[src/sv/imusbc_pkg.sv]
// imusbc_pkg: shared widths, codes, item and command types of the imu still-bias calibrator
// no dependencies; every other file of the block refers to it by scoped names
`timescale 1ns / 1ps

package imusbc_pkg;

    localparam int SAMPLE_W   = 16;
    localparam int SUM_W      = 28;
    localparam int CNT_W      = 12;
    localparam int THR_W      = 15;
    localparam int GRAV_W     = 14;
    localparam int NUM_GYRO   = 3;
    localparam int NUM_AXES   = 6;
    localparam int AXIS_W     = 3;
    localparam int CFG_IDX_W  = 2;
    localparam int CFG_DATA_W = 15;
    localparam int STEP_W     = 5;
    localparam int DIV_STEPS  = SUM_W;
    localparam int SQ_STEPS   = 4;
    localparam int ROOT_W     = 14;
    localparam int RAD_W      = 2 * ROOT_W;
    localparam int ROOT_STEPS = ROOT_W;
    localparam int SREM_W     = ROOT_W + 2;
    localparam int MUL_W      = SAMPLE_W + 1;
    localparam int SQ_W       = 31;
    localparam int REM_W      = 33;

    localparam logic [THR_W-1:0]  THR_RESET     = 15'd48;
    localparam logic [CNT_W-1:0]  SAMPLES_RESET = 12'd400;
    localparam logic [GRAV_W-1:0] GRAV_RESET    = 14'd8192;

    localparam logic ACTION_RESTART = 1'b1;

    // axis order of the running sums and of the bias results
    localparam logic [AXIS_W-1:0] AX_ACCEL_X = 3'd3;
    localparam logic [AXIS_W-1:0] AX_ACCEL_Y = 3'd4;
    localparam logic [AXIS_W-1:0] AX_ACCEL_Z = 3'd5;

    typedef enum logic [CFG_IDX_W-1:0] {
        CFG_STILL_THRESHOLD = 2'd0,
        CFG_STILL_SAMPLES   = 2'd1,
        CFG_GRAVITY_ONE     = 2'd2
    } t_cfg_idx;

    typedef enum logic [1:0] {
        SQ_GRAVITY = 2'd0,
        SQ_ACCEL_X = 2'd1,
        SQ_ACCEL_Y = 2'd2
    } t_sq_sel;

    typedef enum logic [1:0] {
        ACC_HOLD = 2'd0,
        ACC_LOAD = 2'd1,
        ACC_SUB  = 2'd2
    } t_acc_op;

    typedef struct packed {
        logic                       action;
        logic signed [SAMPLE_W-1:0] gyro_x;
        logic signed [SAMPLE_W-1:0] gyro_y;
        logic signed [SAMPLE_W-1:0] gyro_z;
        logic signed [SAMPLE_W-1:0] accel_x;
        logic signed [SAMPLE_W-1:0] accel_y;
        logic signed [SAMPLE_W-1:0] accel_z;
    } t_sample;

    typedef struct packed {
        logic signed [SAMPLE_W-1:0] gyro_bias_x;
        logic signed [SAMPLE_W-1:0] gyro_bias_y;
        logic signed [SAMPLE_W-1:0] gyro_bias_z;
        logic signed [SAMPLE_W-1:0] accel_bias_x;
        logic signed [SAMPLE_W-1:0] accel_bias_y;
        logic signed [SAMPLE_W-1:0] accel_bias_z;
    } t_bias;

    typedef struct packed {
        logic              capture;
        logic              update;
        logic              div_load;
        logic              div_step;
        logic              div_store;
        logic [AXIS_W-1:0] axis;
        logic              mul_en;
        t_sq_sel           mul_sel;
        t_acc_op           acc_op;
        logic              root_load;
        logic              root_step;
        logic              finish;
    } t_dp_cmd;

    typedef struct packed {
        logic complete;
    } t_dp_status;

endpackage

[src/sv/imusbc_if.sv]
// imusbc_if: valid/ready channels carrying sample items in and bias items out
// depends on imusbc_pkg for the payload types
`timescale 1ns / 1ps

interface imusbc_sample_if;
    logic                 valid;
    logic                 ready;
    imusbc_pkg::t_sample  data;

    modport source (output valid, output data, input ready);
    modport sink   (input valid, input data, output ready);
endinterface

interface imusbc_bias_if;
    logic               valid;
    logic               ready;
    imusbc_pkg::t_bias  data;

    modport source (output valid, output data, input ready);
    modport sink   (input valid, input data, output ready);
endinterface

[src/sv/imusbc_dp.sv]
// imusbc_dp: datapath of the still-bias calibrator (config registers, run sums,
// shared restoring divider, squarer, digit-by-digit root, result register); uses imusbc_pkg
`timescale 1ns / 1ps

module imusbc_dp (
    input  logic                                i_clk,
    input  logic                                i_rst_n,
    input  logic                                i_cfg_we,
    input  logic [imusbc_pkg::CFG_IDX_W-1:0]    i_cfg_idx,
    input  logic [imusbc_pkg::CFG_DATA_W-1:0]   i_cfg_data,
    input  imusbc_pkg::t_sample                 i_sample,
    input  imusbc_pkg::t_dp_cmd                 i_cmd,
    output imusbc_pkg::t_dp_status              o_status,
    output imusbc_pkg::t_bias                   o_bias
);

    localparam int SW  = imusbc_pkg::SAMPLE_W;
    localparam int SUW = imusbc_pkg::SUM_W;
    localparam int CW  = imusbc_pkg::CNT_W;
    localparam int RW  = imusbc_pkg::ROOT_W;

    // configuration
    logic [imusbc_pkg::THR_W-1:0]  r_thr;
    logic [CW-1:0]                 r_samples;
    logic [imusbc_pkg::GRAV_W-1:0] r_grav;

    // run state
    imusbc_pkg::t_sample  r_item;
    logic signed [SW-1:0] r_prev [imusbc_pkg::NUM_GYRO];
    logic signed [SUW-1:0] r_sum [imusbc_pkg::NUM_AXES];
    logic [CW-1:0]        r_count;

    // divider
    logic [SUW-1:0] r_dnum;
    logic [CW-1:0]  r_drem;
    logic           r_dneg;
    logic signed [SW-1:0] r_bias [imusbc_pkg::NUM_AXES];

    // gravity remainder and root
    logic [imusbc_pkg::SQ_W-1:0]          r_prod;
    logic signed [imusbc_pkg::REM_W-1:0]  r_rem;
    logic [imusbc_pkg::RAD_W-1:0]         r_rad;
    logic [imusbc_pkg::SREM_W-1:0]        r_srem;
    logic [RW-1:0]                        r_root;

    imusbc_pkg::t_bias r_out;

    logic signed [SW-1:0]  w_gyro [imusbc_pkg::NUM_GYRO];
    logic signed [SW-1:0]  w_axis [imusbc_pkg::NUM_AXES];
    logic signed [SW:0]    w_diff [imusbc_pkg::NUM_GYRO];
    logic [SW:0]           w_mag  [imusbc_pkg::NUM_GYRO];
    logic                  w_still;
    logic [CW:0]           w_count_inc;
    logic [CW-1:0]         w_need;
    logic signed [SUW-1:0] w_sel_sum;
    logic [CW:0]           w_dtrial;
    logic                  w_qbit;
    logic [SW-1:0]         w_quot;
    logic signed [imusbc_pkg::MUL_W-1:0]   w_mop;
    logic signed [2*imusbc_pkg::MUL_W-1:0] w_prod;
    logic [imusbc_pkg::SREM_W+1:0] w_rt;
    logic [imusbc_pkg::SREM_W+1:0] w_trial;
    logic signed [SW+1:0]  w_z;
    logic signed [SW-1:0]  w_zsat;

    // still test of the held sample against the previous gyro reading
    always_comb begin
        w_gyro[0] = r_item.gyro_x;
        w_gyro[1] = r_item.gyro_y;
        w_gyro[2] = r_item.gyro_z;
        w_axis[0] = r_item.gyro_x;
        w_axis[1] = r_item.gyro_y;
        w_axis[2] = r_item.gyro_z;
        w_axis[3] = r_item.accel_x;
        w_axis[4] = r_item.accel_y;
        w_axis[5] = r_item.accel_z;
        w_still = 1'b1;
        for (int i = 0; i < imusbc_pkg::NUM_GYRO; i++) begin
            w_diff[i] = {w_gyro[i][SW-1], w_gyro[i]} - {r_prev[i][SW-1], r_prev[i]};
            w_mag[i]  = w_diff[i][SW] ? (SW+1)'(-w_diff[i]) : w_diff[i];
            if (w_mag[i] > {2'b00, r_thr}) begin
                w_still = 1'b0;
            end
        end
        w_count_inc = {1'b0, r_count} + 1'b1;
        w_need      = (r_samples == '0) ? CW'(1) : r_samples;
    end

    assign o_status.complete = w_still && (w_count_inc >= {1'b0, w_need});

    // divider step: one quotient bit of |sum| / count
    always_comb begin
        w_sel_sum = r_sum[i_cmd.axis];
        w_dtrial  = {r_drem, r_dnum[SUW-1]};
        w_qbit    = (w_dtrial >= {1'b0, r_count});
        w_quot    = r_dnum[SW-1:0];
    end

    // squarer operand
    always_comb begin
        case (i_cmd.mul_sel)
            imusbc_pkg::SQ_GRAVITY: w_mop = {3'b000, r_grav};
            imusbc_pkg::SQ_ACCEL_X: w_mop = {r_bias[imusbc_pkg::AX_ACCEL_X][SW-1],
                                             r_bias[imusbc_pkg::AX_ACCEL_X]};
            imusbc_pkg::SQ_ACCEL_Y: w_mop = {r_bias[imusbc_pkg::AX_ACCEL_Y][SW-1],
                                             r_bias[imusbc_pkg::AX_ACCEL_Y]};
            default:                w_mop = '0;
        endcase
        w_prod = w_mop * w_mop;
    end

    // root step and final z saturation
    always_comb begin
        w_rt    = {r_srem, r_rad[imusbc_pkg::RAD_W-1 -: 2]};
        w_trial = {2'b00, r_root, 2'b01};
        w_z     = {{2{r_bias[imusbc_pkg::AX_ACCEL_Z][SW-1]}}, r_bias[imusbc_pkg::AX_ACCEL_Z]}
                - $signed({4'b0000, r_root});
        if (w_z < -18'sd32768) begin
            w_zsat = 16'sh8000;
        end else if (w_z > 18'sd32767) begin
            w_zsat = 16'sh7fff;
        end else begin
            w_zsat = w_z[SW-1:0];
        end
    end

    // control-bearing state: configuration, previous gyro, sums and count
    always_ff @(posedge i_clk) begin
        if (!i_rst_n) begin
            r_thr     <= imusbc_pkg::THR_RESET;
            r_samples <= imusbc_pkg::SAMPLES_RESET;
            r_grav    <= imusbc_pkg::GRAV_RESET;
            r_count   <= '0;
            for (int i = 0; i < imusbc_pkg::NUM_GYRO; i++) begin
                r_prev[i] <= '0;
            end
            for (int i = 0; i < imusbc_pkg::NUM_AXES; i++) begin
                r_sum[i] <= '0;
            end
        end else begin
            if (i_cfg_we) begin
                case (i_cfg_idx)
                    imusbc_pkg::CFG_STILL_THRESHOLD: r_thr <= i_cfg_data[imusbc_pkg::THR_W-1:0];
                    imusbc_pkg::CFG_STILL_SAMPLES:   r_samples <= i_cfg_data[CW-1:0];
                    imusbc_pkg::CFG_GRAVITY_ONE:     r_grav <= i_cfg_data[imusbc_pkg::GRAV_W-1:0];
                    default: ;
                endcase
            end
            if (i_cmd.update) begin
                for (int i = 0; i < imusbc_pkg::NUM_GYRO; i++) begin
                    r_prev[i] <= w_gyro[i];
                end
                if (w_still) begin
                    for (int i = 0; i < imusbc_pkg::NUM_AXES; i++) begin
                        r_sum[i] <= r_sum[i] + {{(SUW-SW){w_axis[i][SW-1]}}, w_axis[i]};
                    end
                    r_count <= w_count_inc[CW-1:0];
                end else begin
                    for (int i = 0; i < imusbc_pkg::NUM_AXES; i++) begin
                        r_sum[i] <= '0;
                    end
                    r_count <= '0;
                end
            end
            if (i_cmd.finish) begin
                for (int i = 0; i < imusbc_pkg::NUM_AXES; i++) begin
                    r_sum[i] <= '0;
                end
                r_count <= '0;
            end
        end
    end

    // payload registers
    always_ff @(posedge i_clk) begin
        if (i_cmd.capture) begin
            r_item <= i_sample;
        end
        if (i_cmd.div_load) begin
            r_dneg <= w_sel_sum[SUW-1];
            r_dnum <= w_sel_sum[SUW-1] ? SUW'(-w_sel_sum) : w_sel_sum;
            r_drem <= '0;
        end
        if (i_cmd.div_step) begin
            r_dnum <= {r_dnum[SUW-2:0], w_qbit};
            r_drem <= w_qbit ? CW'(w_dtrial - {1'b0, r_count}) : w_dtrial[CW-1:0];
        end
        if (i_cmd.div_store) begin
            r_bias[i_cmd.axis] <= r_dneg ? SW'(-w_quot) : w_quot;
        end
        if (i_cmd.mul_en) begin
            r_prod <= w_prod[imusbc_pkg::SQ_W-1:0];
        end
        case (i_cmd.acc_op)
            imusbc_pkg::ACC_LOAD: r_rem <= $signed({2'b00, r_prod});
            imusbc_pkg::ACC_SUB:  r_rem <= r_rem - $signed({2'b00, r_prod});
            default: ;
        endcase
        if (i_cmd.root_load) begin
            r_rad  <= (r_rem > 0) ? r_rem[imusbc_pkg::RAD_W-1:0] : '0;
            r_srem <= '0;
            r_root <= '0;
        end
        if (i_cmd.root_step) begin
            r_rad <= {r_rad[imusbc_pkg::RAD_W-3:0], 2'b00};
            if (w_rt >= w_trial) begin
                r_srem <= imusbc_pkg::SREM_W'(w_rt - w_trial);
                r_root <= {r_root[RW-2:0], 1'b1};
            end else begin
                r_srem <= w_rt[imusbc_pkg::SREM_W-1:0];
                r_root <= {r_root[RW-2:0], 1'b0};
            end
        end
        if (i_cmd.finish) begin
            r_out.gyro_bias_x  <= r_bias[0];
            r_out.gyro_bias_y  <= r_bias[1];
            r_out.gyro_bias_z  <= r_bias[2];
            r_out.accel_bias_x <= r_bias[imusbc_pkg::AX_ACCEL_X];
            r_out.accel_bias_y <= r_bias[imusbc_pkg::AX_ACCEL_Y];
            r_out.accel_bias_z <= w_zsat;
        end
    end

    assign o_bias = r_out;

endmodule

[src/sv/imusbc_ctrl.sv]
// imusbc_ctrl: sequencer of the still-bias calibrator, drives the datapath commands
// and owns the calibrated flag and the result valid; uses imusbc_pkg
`timescale 1ns / 1ps

module imusbc_ctrl (
    input  logic                    i_clk,
    input  logic                    i_rst_n,
    input  logic                    i_in_valid,
    input  logic                    i_in_action,
    output logic                    o_in_ready,
    output logic                    o_out_valid,
    input  logic                    i_out_ready,
    output imusbc_pkg::t_dp_cmd     o_cmd,
    input  imusbc_pkg::t_dp_status  i_status
);

    typedef enum logic [3:0] {
        S_IDLE,
        S_STEP,
        S_DIV_LOAD,
        S_DIV_RUN,
        S_DIV_STORE,
        S_SQUARE,
        S_ROOT_LOAD,
        S_ROOT_RUN,
        S_FINISH
    } t_state;

    localparam int SW = imusbc_pkg::STEP_W;

    t_state                          r_state;
    logic                            r_calibrated;
    logic                            r_out_valid;
    logic [SW-1:0]                   r_cnt;
    logic [imusbc_pkg::AXIS_W-1:0]   r_axis;
    logic                            w_out_free;

    assign w_out_free  = !r_out_valid || i_out_ready;
    assign o_in_ready  = (r_state == S_IDLE);
    assign o_out_valid = r_out_valid;

    always_comb begin
        o_cmd           = '0;
        o_cmd.axis      = r_axis;
        o_cmd.mul_sel   = imusbc_pkg::SQ_GRAVITY;
        o_cmd.acc_op    = imusbc_pkg::ACC_HOLD;
        o_cmd.capture   = (r_state == S_IDLE) && i_in_valid
                       && (i_in_action != imusbc_pkg::ACTION_RESTART) && !r_calibrated;
        o_cmd.update    = (r_state == S_STEP);
        o_cmd.div_load  = (r_state == S_DIV_LOAD);
        o_cmd.div_step  = (r_state == S_DIV_RUN);
        o_cmd.div_store = (r_state == S_DIV_STORE);
        o_cmd.root_load = (r_state == S_ROOT_LOAD);
        o_cmd.root_step = (r_state == S_ROOT_RUN);
        o_cmd.finish    = (r_state == S_FINISH) && w_out_free;
        // square g, then x and y biases, accumulating one step behind
        if (r_state == S_SQUARE) begin
            case (r_cnt[1:0])
                2'd0: begin
                    o_cmd.mul_en  = 1'b1;
                    o_cmd.mul_sel = imusbc_pkg::SQ_GRAVITY;
                end
                2'd1: begin
                    o_cmd.mul_en  = 1'b1;
                    o_cmd.mul_sel = imusbc_pkg::SQ_ACCEL_X;
                    o_cmd.acc_op  = imusbc_pkg::ACC_LOAD;
                end
                2'd2: begin
                    o_cmd.mul_en  = 1'b1;
                    o_cmd.mul_sel = imusbc_pkg::SQ_ACCEL_Y;
                    o_cmd.acc_op  = imusbc_pkg::ACC_SUB;
                end
                default: begin
                    o_cmd.acc_op  = imusbc_pkg::ACC_SUB;
                end
            endcase
        end
    end

    always_ff @(posedge i_clk) begin
        if (!i_rst_n) begin
            r_state      <= S_IDLE;
            r_calibrated <= 1'b0;
            r_out_valid  <= 1'b0;
            r_cnt        <= '0;
            r_axis       <= '0;
        end else begin
            // a new bias item replaces a taken one in the same cycle
            if (o_cmd.finish) begin
                r_out_valid <= 1'b1;
            end else if (r_out_valid && i_out_ready) begin
                r_out_valid <= 1'b0;
            end
            case (r_state)
                S_IDLE: begin
                    if (i_in_valid) begin
                        if (i_in_action == imusbc_pkg::ACTION_RESTART) begin
                            r_calibrated <= 1'b0;
                        end else if (!r_calibrated) begin
                            r_state <= S_STEP;
                        end
                    end
                end
                S_STEP: begin
                    r_axis  <= '0;
                    r_state <= i_status.complete ? S_DIV_LOAD : S_IDLE;
                end
                S_DIV_LOAD: begin
                    r_cnt   <= '0;
                    r_state <= S_DIV_RUN;
                end
                S_DIV_RUN: begin
                    if (r_cnt == SW'(imusbc_pkg::DIV_STEPS - 1)) begin
                        r_state <= S_DIV_STORE;
                    end else begin
                        r_cnt <= r_cnt + 1'b1;
                    end
                end
                S_DIV_STORE: begin
                    if (r_axis == imusbc_pkg::AXIS_W'(imusbc_pkg::NUM_AXES - 1)) begin
                        r_cnt   <= '0;
                        r_state <= S_SQUARE;
                    end else begin
                        r_axis  <= r_axis + 1'b1;
                        r_state <= S_DIV_LOAD;
                    end
                end
                S_SQUARE: begin
                    if (r_cnt == SW'(imusbc_pkg::SQ_STEPS - 1)) begin
                        r_state <= S_ROOT_LOAD;
                    end else begin
                        r_cnt <= r_cnt + 1'b1;
                    end
                end
                S_ROOT_LOAD: begin
                    r_cnt   <= '0;
                    r_state <= S_ROOT_RUN;
                end
                S_ROOT_RUN: begin
                    if (r_cnt == SW'(imusbc_pkg::ROOT_STEPS - 1)) begin
                        r_state <= S_FINISH;
                    end else begin
                        r_cnt <= r_cnt + 1'b1;
                    end
                end
                S_FINISH: begin
                    if (w_out_free) begin
                        r_calibrated <= 1'b1;
                        r_state      <= S_IDLE;
                    end
                end
                default: begin
                    r_state <= S_IDLE;
                end
            endcase
        end
    end

endmodule

[src/sv/imu_still_bias_calibrator.sv]
// imu_still_bias_calibrator: top level, joins the sequencer and the datapath to the channels
// depends on imusbc_pkg, imusbc_if, imusbc_ctrl and imusbc_dp
`timescale 1ns / 1ps

// zero-bias calibration for a six-axis imu. each sample item carries gyro x/y/z in
// 1/16 deg/s and accel x/y/z in units where gravity_one is one g. a sample is still when
// every gyro axis moved by at most still_threshold from the previous sample (the first
// sample compares against zero); still samples are summed per axis and counted, any larger
// jump clears the run. when the run reaches still_samples (zero acts as one) one bias item
// goes out: the six averages truncated toward zero, with accel z replaced by the z average
// minus floor(sqrt(g^2 - ax^2 - ay^2)) (zero when that is not positive), saturated to 16
// bits. the block then drops samples until a restart item (action = 1) arrives; a restart
// only re-arms and keeps the previous gyro reading; the sums and the count are cleared
// when the bias item is loaded. timing: an ordinary sample is captured when accepted and
// folded into the sums in the next cycle, and no new sample is taken before that; restart
// and dropped items leave the input open. the completing sample keeps the input closed for
// the sum update, for each of the 6 axes the shared restoring divider (load, 28 quotient
// bits, store), the squaring steps, the digit-by-digit root (load plus 14 result bits) and
// the load of the output register; longer if an earlier bias item is still waiting on the
// output. the bias item sits in an output register, so new samples are accepted while it
// waits. configuration (index 0 still_threshold, 1 still_samples, 2 gravity_one) should be
// written only while the block is idle.

module imu_still_bias_calibrator (
    input  logic                                i_clk,
    input  logic                                i_rst_n,
    imusbc_sample_if.sink                       i_sample,
    imusbc_bias_if.source                       o_bias,
    input  logic                                i_cfg_we,
    input  logic [imusbc_pkg::CFG_IDX_W-1:0]    i_cfg_idx,
    input  logic [imusbc_pkg::CFG_DATA_W-1:0]   i_cfg_data
);

    // command and status bundles between the sequencer and the datapath
    imusbc_pkg::t_dp_cmd     w_cmd;
    imusbc_pkg::t_dp_status  w_status;
    imusbc_pkg::t_bias       w_bias;
    logic                    w_in_ready;
    logic                    w_out_valid;

    // sequencer: item handshakes, calibrated flag, step counting
    imusbc_ctrl u_ctrl (
        .i_clk       (i_clk),
        .i_rst_n     (i_rst_n),
        .i_in_valid  (i_sample.valid),
        .i_in_action (i_sample.data.action),
        .o_in_ready  (w_in_ready),
        .o_out_valid (w_out_valid),
        .i_out_ready (o_bias.ready),
        .o_cmd       (w_cmd),
        .i_status    (w_status)
    );

    // datapath: config, run sums, divider, squarer, root, bias register
    imusbc_dp u_dp (
        .i_clk      (i_clk),
        .i_rst_n    (i_rst_n),
        .i_cfg_we   (i_cfg_we),
        .i_cfg_idx  (i_cfg_idx),
        .i_cfg_data (i_cfg_data),
        .i_sample   (i_sample.data),
        .i_cmd      (w_cmd),
        .o_status   (w_status),
        .o_bias     (w_bias)
    );

    // channel hookup
    assign i_sample.ready = w_in_ready;
    assign o_bias.valid   = w_out_valid;
    assign o_bias.data    = w_bias;

endmodule
[src/flat_wrapper.sv]
// flat-port wrapper written by rule: the top's interface ports become plain ports
module imu_still_bias_calibrator_flat 
  (i_clk, i_rst_n, i_cfg_we, i_cfg_idx, i_cfg_data, i_sample_valid, i_sample_data, i_sample_ready, o_bias_valid, o_bias_data, o_bias_ready);
  imusbc_sample_if i_sample_i ();
  imusbc_bias_if o_bias_i ();
  input  logic i_clk;
  input  logic i_rst_n;
  input  logic i_cfg_we;
  input  logic [imusbc_pkg::CFG_IDX_W-1:0] i_cfg_idx;
  input  logic [imusbc_pkg::CFG_DATA_W-1:0] i_cfg_data;
  input wire logic [$bits(i_sample_i.valid)-1:0] i_sample_valid;
  input wire logic [$bits(i_sample_i.data)-1:0] i_sample_data;
  output wire logic [$bits(i_sample_i.ready)-1:0] i_sample_ready;
  output wire logic [$bits(o_bias_i.valid)-1:0] o_bias_valid;
  output wire logic [$bits(o_bias_i.data)-1:0] o_bias_data;
  input wire logic [$bits(o_bias_i.ready)-1:0] o_bias_ready;
  assign i_sample_i.valid = i_sample_valid;
  assign i_sample_i.data = i_sample_data;
  assign i_sample_ready = i_sample_i.ready;
  assign o_bias_valid = o_bias_i.valid;
  assign o_bias_data = o_bias_i.data;
  assign o_bias_i.ready = o_bias_ready;
  imu_still_bias_calibrator u_core (.i_clk(i_clk), .i_rst_n(i_rst_n), .i_sample(i_sample_i), .o_bias(o_bias_i), .i_cfg_we(i_cfg_we), .i_cfg_idx(i_cfg_idx), .i_cfg_data(i_cfg_data));
endmodule
[config.mk]
export PLATFORM = sky130hd
export DESIGN_NAME = imu_still_bias_calibrator_flat
export DESIGN_NICKNAME = d
export VERILOG_FILES = /design/src/sv/imusbc_pkg.sv /design/src/sv/imusbc_if.sv /design/src/sv/imusbc_dp.sv /design/src/sv/imusbc_ctrl.sv /design/src/sv/imu_still_bias_calibrator.sv /design/src/flat_wrapper.sv
export SDC_FILE = /design/constraint.sdc
export NUM_CORES = 2
export LEC_CHECK = 0
export ABC_AREA = 1
export BUFFER_PORTS_ARGS = -buffer_cell sky130_fd_sc_hd__buf_4
export CORE_ASPECT_RATIO = 1.1
export CORE_UTILIZATION = 55
export CTS_CLUSTER_DIAMETER = 60
export DETAILED_ROUTE_END_ITERATION = 7
export GPL_ROUTABILITY_DRIVEN = 0
export PLACE_DENSITY = 0.75
export SLEW_MARGIN = 0
export SYNTH_ARGS = -nofsm -noshare
export SYNTH_HDL_FRONTEND = slang
export SYNTH_SLANG_ARGS = --single-unit
[constraint.sdc]
create_clock -name i_clk -period 12.4 [get_ports i_clk]
set_input_delay 1.86 -clock i_clk [delete_from_list [all_inputs] [get_ports i_clk]]
set_output_delay 1.86 -clock i_clk [all_outputs]
set_load 0.02 [all_outputs]
==> results.py <==
metrics = {
    "layout": {
        "area_growth_pct": 11.0,
        "layout-drive-gt1-share_pct": 8.22,
        "nets": 6924,
        "n_fill_cell": 7965,
    },
    "route": {
        "drcViolationCount": 1,
        "dr_total_vias": 41800,
        "first_iter_violations": 3647,
        "finalWirelength_mm": 138,
        "wl_per_cell_um": 18.5,
        "routed_via_density": 5.61,
        "dr.pass1.iters": 8,
        "ant_nets": 0,
    },
    "clocking": {
        "cts_setup_buffers": 0,
        "ctsHoldBuffers": 0,
        "cts_tree": "built",
        "clock-sinks": 736,
        "post_cts_resized": 0,
        "cts_inserted_buffers": 82,
        "clkSlewWorstSetupHoldPaths_ps": 60,
        "worstSkewPairLatency_ps": 680,
        "ctsLongestPathBuffers": 3,
        "htreeDepth": 3,
        "root_buffer": "clkbuf_16",
    },
    "floorplan": {
        "io_pins": 217,
        "start_util_pct": 55.6,
        "dieArea_um2": 98100,
        "row_count": 119,
        "core_um2": 95900,
        "fp.dieH_um": 328,
        "die_w_um": 299,
    },
    "power_and_ir_drop": {
        "p_comb_share_pct": 19.3,
        "pwr-share-clk_pct": 37.8,
        "seq_power_share_pct": 42.9,
        "switching_share_pct": 29.2,
        "peakVddDrop_uv": 111,
        "p_per_area_nw_per_um2": 112,
        "p_leak_nw": 27.3,
        "p_sw_mw": 1.94,
        "intPower_mw": 4.70,
    },
    "hold_path": {
        "hp-class": "flip-flop to flip-flop",
        "holdPathStages": 0,
        "hold_end": "o_bias_data[62]",
        "hold_path.startpoint": "u_core.u_dp.r_bias[2][14]",
    },
    "setup_path": {
        "critPathLaunchType": "flip-flop",
        "slowest_delay_ps": 700,
        "critPathMostFrequentCell": "fa_1",
        "path_max_fanout": 18,
        "worstPathArrival_ps": 9010,
        "crit_type": "flip-flop to flip-flop",
        "end_kind": "flip-flop",
        "r2r_slack_ps": 3810,
        "r2r_start": "u_core.u_ctrl.r_state[2]",
        "worst_r2r_path_depth": 30,
        "critPathSlowestCell": "fa_1",
        "required_ps": 12820,
        "regToRegEndpoint": "u_core.u_dp.r_prod[30]",
    },
    "timing": {
        "hold_viol": 0,
        "finalSetupViolCount": 0,
        "max_slew_margin_pct": 21.7,
        "setup-tns-final_ps": 0,
        "whs_ps": 416,
        "rsz0062_at_grt": "false",
        "skew_ps": 19.5,
        "worst_slew_pin_slew_ps": 1170,
        "fmax_ghz": 0.116,
        "fin_crit_ps": 8590,
        "timing.final.crit_share_pct": 69.3,
        "slew_violations": 0,
    },
    "logic_synthesis": {
        "synth_commonest_cells": "1,029 x nand2_1, 997 x inv_1, 664 x edfxtp_1",
        "synth.most_common_cell": "nand2_1",
        "synthCells": 5883,
        "synth_area_leaders": "edfxtp_1 37%, ha_1 10%, fa_1 9.6%",
        "synth_edf_count": 664,
        "synth_flop_cell": "edfxtp_1",
        "synth_nets": 6688,
        "yosys_register_bits": 736,
        "synth_top_area_share_pct": 37.4,
        "synthArstFlopShare_pct": 0,
        "yosysWarnings": 0,
        "synth_area_um2": 53300,
        "syn_area_per_cell_um2": 9.05,
        "netlist.top_cell.by_area": "edfxtp_1",
        "synth.distinct_cells": 67,
        "yosysSeqAreaShare_pct": 40.1,
    },
    "global_route": {
        "grt_pass1_vias": 41300,
        "grt_pass1_wl_mm": 216,
        "grt_overflow_total": 0,
        "grt_usage_pct": 28.0,
        "antenna_found_initial": 5,
        "grt_max_degree": 77,
    },
    "flow_run": {
        "maxCapViolations": 0,
    },
    "placed_design": {
        "portBuffers": 216,
        "dp_hpwl_mm": 106,
    },
    "status": {
        "violations": "DRC",
        "status": "finished with violations",
    },
}
[routing by layer]
metal | up-vias | routed length (µm) | global-route usage, %
li1 | 20100 | - | -
met1 | 19800 | 53700 | 34.7
met2 | 1541 | 67000 | 48.2
met3 | 316 | 9760 | 3.63
met4 | 6 | 7410 | 14.0
met5 | - | 47 | 0
[how the worst max path moves through the flow]
stage / start / end / slack (ps) / cells past startpoint
global route: u_core.u_ctrl.r_state[2] / u_core.u_dp.r_prod[30] / 3110 / 30
CTS: u_core.u_ctrl.r_state[2] / u_core.u_dp.r_prod[30] / 3810 / 30
detailed placement: u_core.u_ctrl.r_state[2] / u_core.u_dp.r_prod[30] / 3860 / 30
global placement: u_core.u_ctrl.r_state[2] / u_core.u_dp.r_prod[29] / 4100 / 30
floorplan: o_bias_ready / u_core.u_dp.r_sum[0][0] / 1150 / 5
finish: u_core.u_ctrl.r_state[2] / u_core.u_dp.r_prod[30] / 3810 / 30
[area by class of cell]
class	count	area, µm²	area share, %
antenna	1	2.50	0.00423
multi-input combinational	4016	27600	46.7
tap	1270	1590	2.69
inverter	1020	3830	6.48
clock inverter	52	597	1.01
clock buffer	95	2150	3.64
sequential	736	21400	36.2
timing repair buffer	263	1970	3.34
[registers in the layout, summed over array words and instances (netlist names), 4 cells and up, named ones only]
name	cells
u_core.u_dp.o_bias	32
u_core.u_dp.r_item	96
o_bias_data	64
u_core.u_dp.r_samples	12
u_core.u_dp.r_bias	96
u_core.u_ctrl.r_state	4
u_core.u_dp.r_sum	168
u_core.u_dp.r_dnum	28
u_core.u_dp.r_count	12
u_core.u_dp.r_srem	16
u_core.u_dp.r_root	14
u_core.u_dp.r_rem	33
u_core.u_ctrl.r_cnt	5
u_core.u_dp.r_thr	15
u_core.u_dp.r_prod	30
u_core.u_dp.r_rad	28
u_core.u_dp.r_prev	48
u_core.u_dp.r_drem	12
u_core.u_dp.r_grav	14
[power groups by stage]
stage	clock network (mW)	logic (mW)	registers, mW
after floorplan	0	0.958	2.88
after global placement	0	1.22	2.90
after detailed placement	0	1.26	2.90
after CTS	2.55	1.27	2.85
after global routing	2.63	1.45	2.86
final	2.51	1.28	2.85
[placed cells by master (no fill, tap or decap), drive strengths merged, types with 67 or more instances in the layout]
cell,Yosys,layout
buf,62,263
nand3,199,199
inv,1016,1026
nor2,474,474
o21ai,330,330
clkbuf,49,95
a21oi,520,520
edfxtp,664,664
dfxtp,72,72
fa,255,255
ha,431,431
nand2,1038,1038
xnor2,96,96
xor2,185,185
nor3,67,67
[logic make-up (layout without fill, tap and decap cells)]
kind of cell / after synthesis / after routing / share of synthesized area (%)
AND/OR/NAND/NOR: 1923 / 1923 / 15.1
other: 0 / 1 / 0
AO/OA/AOI/OAI: 1126 / 1126 / 12.2
buffers and inverters: 1131 / 1430 / 8.20
flip-flops: 736 / 736 / 40.1
adder cells (fa/ha/maj): 686 / 686 / 19.7
XOR/XNOR: 281 / 281 / 4.65
[per-stage QoR]
| stage | utilization (%) | setup slack, ps | power, mW | std cells | instance area, µm² |
|---|---|---|---|---|---|
| CTS | 61.6 | 3810 | 6.66 | 7452 | 59100 |
| global route | 61.6 | 3110 | 6.94 | 7452 | 59100 |
| global placement | 58.8 | 4100 | 4.12 | 7305 | 56400 |
| finish | 61.6 | 3810 | 6.65 | 7453 | 59100 |
| detailed placement | 58.8 | 3860 | 4.16 | 7305 | 56400 |
| floorplan | - | 1150 | 3.84 | 5883 | 53300 |
[worst max-delay path: cells and delay by family (launching register included)]
kind | cells | cell delay, ps
buffers and inverters | 6 | 680
adder cells (fa/ha/maj) | 7 | 3840
AO/OA/AOI/OAI | 3 | 350
XOR/XNOR | 1 | 110
flip-flops | 1 | 380
AND/OR/NAND/NOR | 13 | 2940
Power figures use the tool's default switching activity.
